$ cat src/hw/rtl/wns_pkg.sv
// Shared constants, codes and controller/datapath interface types for the node sampler.
package wns_pkg;

  // Table geometry.
  localparam int MAX_NODES = 1024;
  localparam int IDX_W     = $clog2(MAX_NODES);
  localparam int CNT_W     = IDX_W + 1;

  // Field and arithmetic widths.
  localparam int WEIGHT_W = 32;
  localparam int FRAC_W   = 32;
  localparam int TOTAL_W  = 48;
  localparam int THI_W    = TOTAL_W - 32;
  localparam int PLO_W    = FRAC_W + 32;
  localparam int PHI_W    = FRAC_W + THI_W;
  localparam int Q_W      = PHI_W + 1;
  localparam int SUM_W    = WEIGHT_W + CNT_W;

  // Item kinds.
  typedef enum logic [1:0] {
    KIND_WEIGHT = 2'd0,
    KIND_ORDER  = 2'd1,
    KIND_SAMPLE = 2'd2
  } kind_t;

  // Commands from the controller to the datapath.
  typedef struct packed {
    logic             load;
    logic             wr_weight;
    logic             wr_order;
    logic             mul;
    logic             qsum;
    logic             acc;
    logic [CNT_W-1:0] pos;
  } wns_cmd_t;

  // Status from the datapath to the controller.
  typedef struct packed {
    logic             positive;
    logic [CNT_W-1:0] count;
  } wns_stat_t;

endpackage

$ cat src/hw/rtl/wns_ctrl.sv
// Controller: item sequencing, scan position counter and pipeline valid flags.
module wns_ctrl (
  input  logic               clk,
  input  logic               rst,
  input  logic               start,
  input  logic [1:0]         kind,
  output logic               busy,
  output logic               done,
  output wns_pkg::wns_cmd_t  cmd,
  input  wns_pkg::wns_stat_t stat
);
  import wns_pkg::*;

  typedef enum logic [2:0] {
    S_IDLE,
    S_WRITE,
    S_MUL,
    S_SUM,
    S_SCAN,
    S_DONE
  } state_t;

  state_t           state;
  state_t           state_next;
  logic [1:0]       kind_q;
  logic [CNT_W-1:0] pos;
  logic             vb;
  logic             vc;
  logic             accept;
  logic             issue;
  logic             scan_end;

  assign busy   = (state != S_IDLE);
  assign done   = (state == S_DONE);
  assign accept = start && !busy;

  // A position is issued while the remainder is positive and positions remain.
  assign issue    = (state == S_SCAN) && stat.positive && (pos < stat.count);
  assign scan_end = !stat.positive || ((pos >= stat.count) && !vb && !vc);

  // Next state.
  always_comb begin
    state_next = state;
    unique case (state)
      S_IDLE: begin
        if (accept) begin
          priority if (kind == KIND_WEIGHT || kind == KIND_ORDER) begin
            state_next = S_WRITE;
          end else if (kind == KIND_SAMPLE) begin
            state_next = S_MUL;
          end else begin
            state_next = S_IDLE;
          end
        end
      end
      S_WRITE: state_next = S_IDLE;
      S_MUL:   state_next = S_SUM;
      S_SUM:   state_next = S_SCAN;
      S_SCAN: begin
        if (scan_end) begin
          state_next = S_DONE;
        end
      end
      S_DONE:  state_next = S_IDLE;
      default: state_next = S_IDLE;
    endcase
  end

  // State, kind latch, position counter and stage valid flags.
  always_ff @(posedge clk) begin
    if (rst) begin
      state  <= S_IDLE;
      kind_q <= '0;
      pos    <= '0;
      vb     <= 1'b0;
      vc     <= 1'b0;
    end else begin
      state <= state_next;
      if (accept) begin
        kind_q <= kind;
      end
      if (state == S_SUM) begin
        pos <= '0;
      end else if (issue) begin
        pos <= pos + CNT_W'(1);
      end
      if (state == S_SCAN && !scan_end) begin
        vb <= issue;
        vc <= vb;
      end else begin
        vb <= 1'b0;
        vc <= 1'b0;
      end
    end
  end

  // Commands to the datapath.
  always_comb begin
    cmd           = '0;
    cmd.load      = accept;
    cmd.wr_weight = (state == S_WRITE) && (kind_q == KIND_WEIGHT);
    cmd.wr_order  = (state == S_WRITE) && (kind_q == KIND_ORDER);
    cmd.mul       = (state == S_MUL);
    cmd.qsum      = (state == S_SUM);
    cmd.acc       = (state == S_SCAN) && vc;
    cmd.pos       = pos;
  end

  // The result strobe lasts a single cycle.
  a_done_pulse: assert property (@(posedge clk) disable iff (rst) done |=> !done)
    else $error("result strobe held for more than one cycle");

  // The accumulate stage only follows a valid weight read stage.
  a_vc_follows_vb: assert property (@(posedge clk) disable iff (rst) vc |-> $past(vb))
    else $error("accumulate stage valid without a preceding read stage");

  // The scan position never passes the node count.
  a_pos_bound: assert property (@(posedge clk) disable iff (rst)
    (state == S_SCAN) |-> (pos <= stat.count))
    else $error("scan position beyond node count");

  // An accepted sample starts the product step.
  a_sample_start: assert property (@(posedge clk) disable iff (rst)
    (accept && kind == KIND_SAMPLE) |=> (state == S_MUL))
    else $error("accepted sample did not start the product step");

endmodule
$ cat config.mk
export PLATFORM = sky130hd
export DESIGN_NAME = wns_ctrl
export DESIGN_NICKNAME = d
export VERILOG_FILES = /design/src/hw/rtl/wns_pkg.sv /design/src/hw/rtl/wns_ctrl.sv
export SDC_FILE = /design/constraint.sdc
export NUM_CORES = 1
export LEC_CHECK = 0
export ABC_AREA = 1
export BUFFER_PORTS_ARGS = -buffer_cell sky130_fd_sc_hd__buf_2
export CORE_MARGIN = 2
export CORE_UTILIZATION = 55
export DETAILED_ROUTE_END_ITERATION = 12
export PLACE_DENSITY_LB_ADDON = 0.08
export REMOVE_ABC_BUFFERS = 1
export SLEW_MARGIN = 15
export SYNTH_ARGS = -nofsm -noshare
export SYNTH_HDL_FRONTEND = slang
export SYNTH_SLANG_ARGS = --single-unit
export TNS_END_PERCENT = 5
$ cat constraint.sdc
create_clock -name clk -period 4.3 [get_ports clk]
set_input_delay 0.43 -clock clk [delete_from_list [all_inputs] [get_ports clk]]
set_output_delay 0.43 -clock clk [all_outputs]
set_load 0.05 [all_outputs]
==> reports/results.ini <==
[status]
status=complete, no violations

[cells_and_area]
post-route-cell-area_sq_um=1500
drive_gt1_frac=0.215
fill_cells=194
diodes=0
fin_cells=256
area_growth_syn_to_layout_pct=17.9
nets=258
final_core_util=0.685

[drt]
ant_nets=0
drt-vias-per-instance=5.21
num_vias=1334
drtIter0Drc=32
drc=0
wl_per_cell_um=11.5
drt-total-wl_um=2950
dr.pass1.iters=4

[worst_setup_path]
endpoint_kind=output pin
critPathArrivalTime_ns=1.50
rrSetupSlack_ns=2.43
cp.required_ns=3.87
timing.rr.start=pos[2]
start_kind=flop
timing.rr.end=pos[4]
critPathKind=reg -> out
critPathMaxFanout=4
reg2reg_depth=8
startpoint=state[0]

[place]
dpl-instance-area_sq_um=1460
place_inst=252
gp_congestion=0.920
hpwl_um=2340
dp_slack_ns=2.38
io_buffers=35

[clock_tree]
cts_made_buffers=3
root_buffer=clkbuf_4
clk_transition_reported_paths_ns=0.11
worstSkewPairLatency_ns=0.30
htree_levels=1
clock_sinks=18
postCtsHoldBufs=0
cts-resized-gates=0
cts_tree=built
clockBufferDepth=2
post-cts-setup-buffers=0

[synth]
synth-main-ff-cell=dfxtp_1
synth_seq_area_share=0.283
avgSynthCellArea_sq_um=6.66
synth_top_family_by_area=simple AND/OR/NAND/NOR gates
synthArstFlopShare=0
synth_mux_area_frac=0
yosys.cell_count.top_type=nand2_1
syn_inst=191
synth_common_cells=46 x nand2_1, 33 x inv_1, 21 x nor2_1, 18 x dfxtp_1, 15 x a21oi_1
synth-compound-area-share=0.0993
synth.distinct_cells=28
synthesis.area_sq_um=1270
synth_edf_count=0
synth_top_cells_by_area=dfxtp_1 28%, nand2_1 14%, ha_1 12%
synth-seq-cells=18
synth_area_leader_cell=dfxtp_1
synth-simple-area-share=0.336
synth_xor_xnor_area_share=0.0413
synth_top_cell_area_share=0.283
yosysWarnings=0
yosys.area_share.adder=0.118

[pwr]
leakagePower_nw=0.789
switching_share=0.290
p_int_uw=240
switching_power_uw=97.9
ir_drop_mv=0.193
combPwrFrac=0.167
clkPwrFrac=0.320
pwr_density_cell_nw_per_um2=225
power_frac_seq=0.513
p_total_uw=338

[sta]
fin_crit_ns=1.93
slew_violations=0
hold_viol_final=0
whs_ns=0.322
finalCritPeriodShare=0.448
maxSlewHeadroom=0.776
fmax_mhz=519
skew_ns=0.00239
rsz0062_at_grt=no
fin_ws_ns=2.37
finalSetupViolCount=0
fin_setup_tns_ns=0
tightestPinTransition_ns=0.334

[hold_path]
worstHoldEndpoint=state[0]
hold_depth=2
min_path_type=in -> reg
hp-start=rst

[grt]
antenna_found_initial=0
grt_start_max_net_pins=15
grt_use_total=0.237
grt_pass1_vias=1130
grt_first_pass_wirelength_um=4750
grt_remaining_overflow=0

[floorplan]
row_count=17
dieArea_sq_um=2710
core_area_sq_um=2190
ios=36
start_util=0.581
die_h_um=52.1
die_w_um=52.1

[run]
cap_violations=0

cell families (layout without fill, tap and decap cells):
group | after synthesis | count (layout)
compound gates | 24 | 24
fa+ha+maj | 12 | 12
flops | 18 | 18
xor+xnor | 6 | 6
buf+inv | 38 | 75
simple gates | 93 | 93
how the worst max path moves through the flow:
stage	end	slack [ns]	cells after the start
final	cmd[16]	2.37	6
after global routing	cmd[16]	2.24	6
after CTS	cmd[16]	2.40	6
after detailed placement	pos[2]	2.38	10
after global placement	pos[4]	2.45	12
after floorplan	cmd[14]	2.27	3
layout by cell type (no fill, tap or decap), types with 3 or more instances in the layout:
cell type	instances
nand2_1	46
buf_2	35
inv_1	33
nor2_1	21
dfxtp_1	18
a21oi_1	15
ha_1	12
nand3_1	9
nor3_1	6
o21ai_0	6
xor2_1	5
clkbuf_4	3
cell type report:
cell class	instances	area [sq um]	share of cell area
Multi-Input combinational cell	135	757	0.505
Sequential cell	18	360	0.240
Timing Repair Buffer	35	175	0.117
Inverter	36	136	0.0909
Clock buffer	4	36.3	0.0242
Tap cell	28	35.0	0.0234
power by group through the flow:
stage / registers (mW) / clock network, mW / logic, mW
final: 0.173 / 0.108 / 0.0564
after global routing: 0.174 / 0.117 / 0.0628
after CTS: 0.173 / 0.109 / 0.0560
after detailed placement: 0.177 / 0 / 0.0557
after global placement: 0.177 / 0 / 0.0537
after floorplan: 0.177 / 0 / 0.0382
registers in the layout (all words and copies together), names as in the netlist:
register / flops
state: 3
kind_q: 2
vc: 1
pos: 11
vb: 1
worst max-delay path, stage by stage (launching register included):
cell     delay (ns)
dfxtp_1        0.37
nor2_1         0.16
inv_1          0.08
nor2_1         0.13
nand2_1        0.11
inv_1          0.09
buf_2          0.26
metal layers:
| layer | global-route usage | part of all wire | vias up |
|---|---|---|---|
| li1 | - | - | 677 |
| met3 | 0.0316 | 0.060 | 6 |
| met2 | 0.397 | 0.48 | 46 |
| met1 | 0.303 | 0.44 | 605 |
| met4 | 0.0965 | 0.016 | 0 |
| met5 | 0 | 0 | - |
Power figures use the tool's default switching activity.
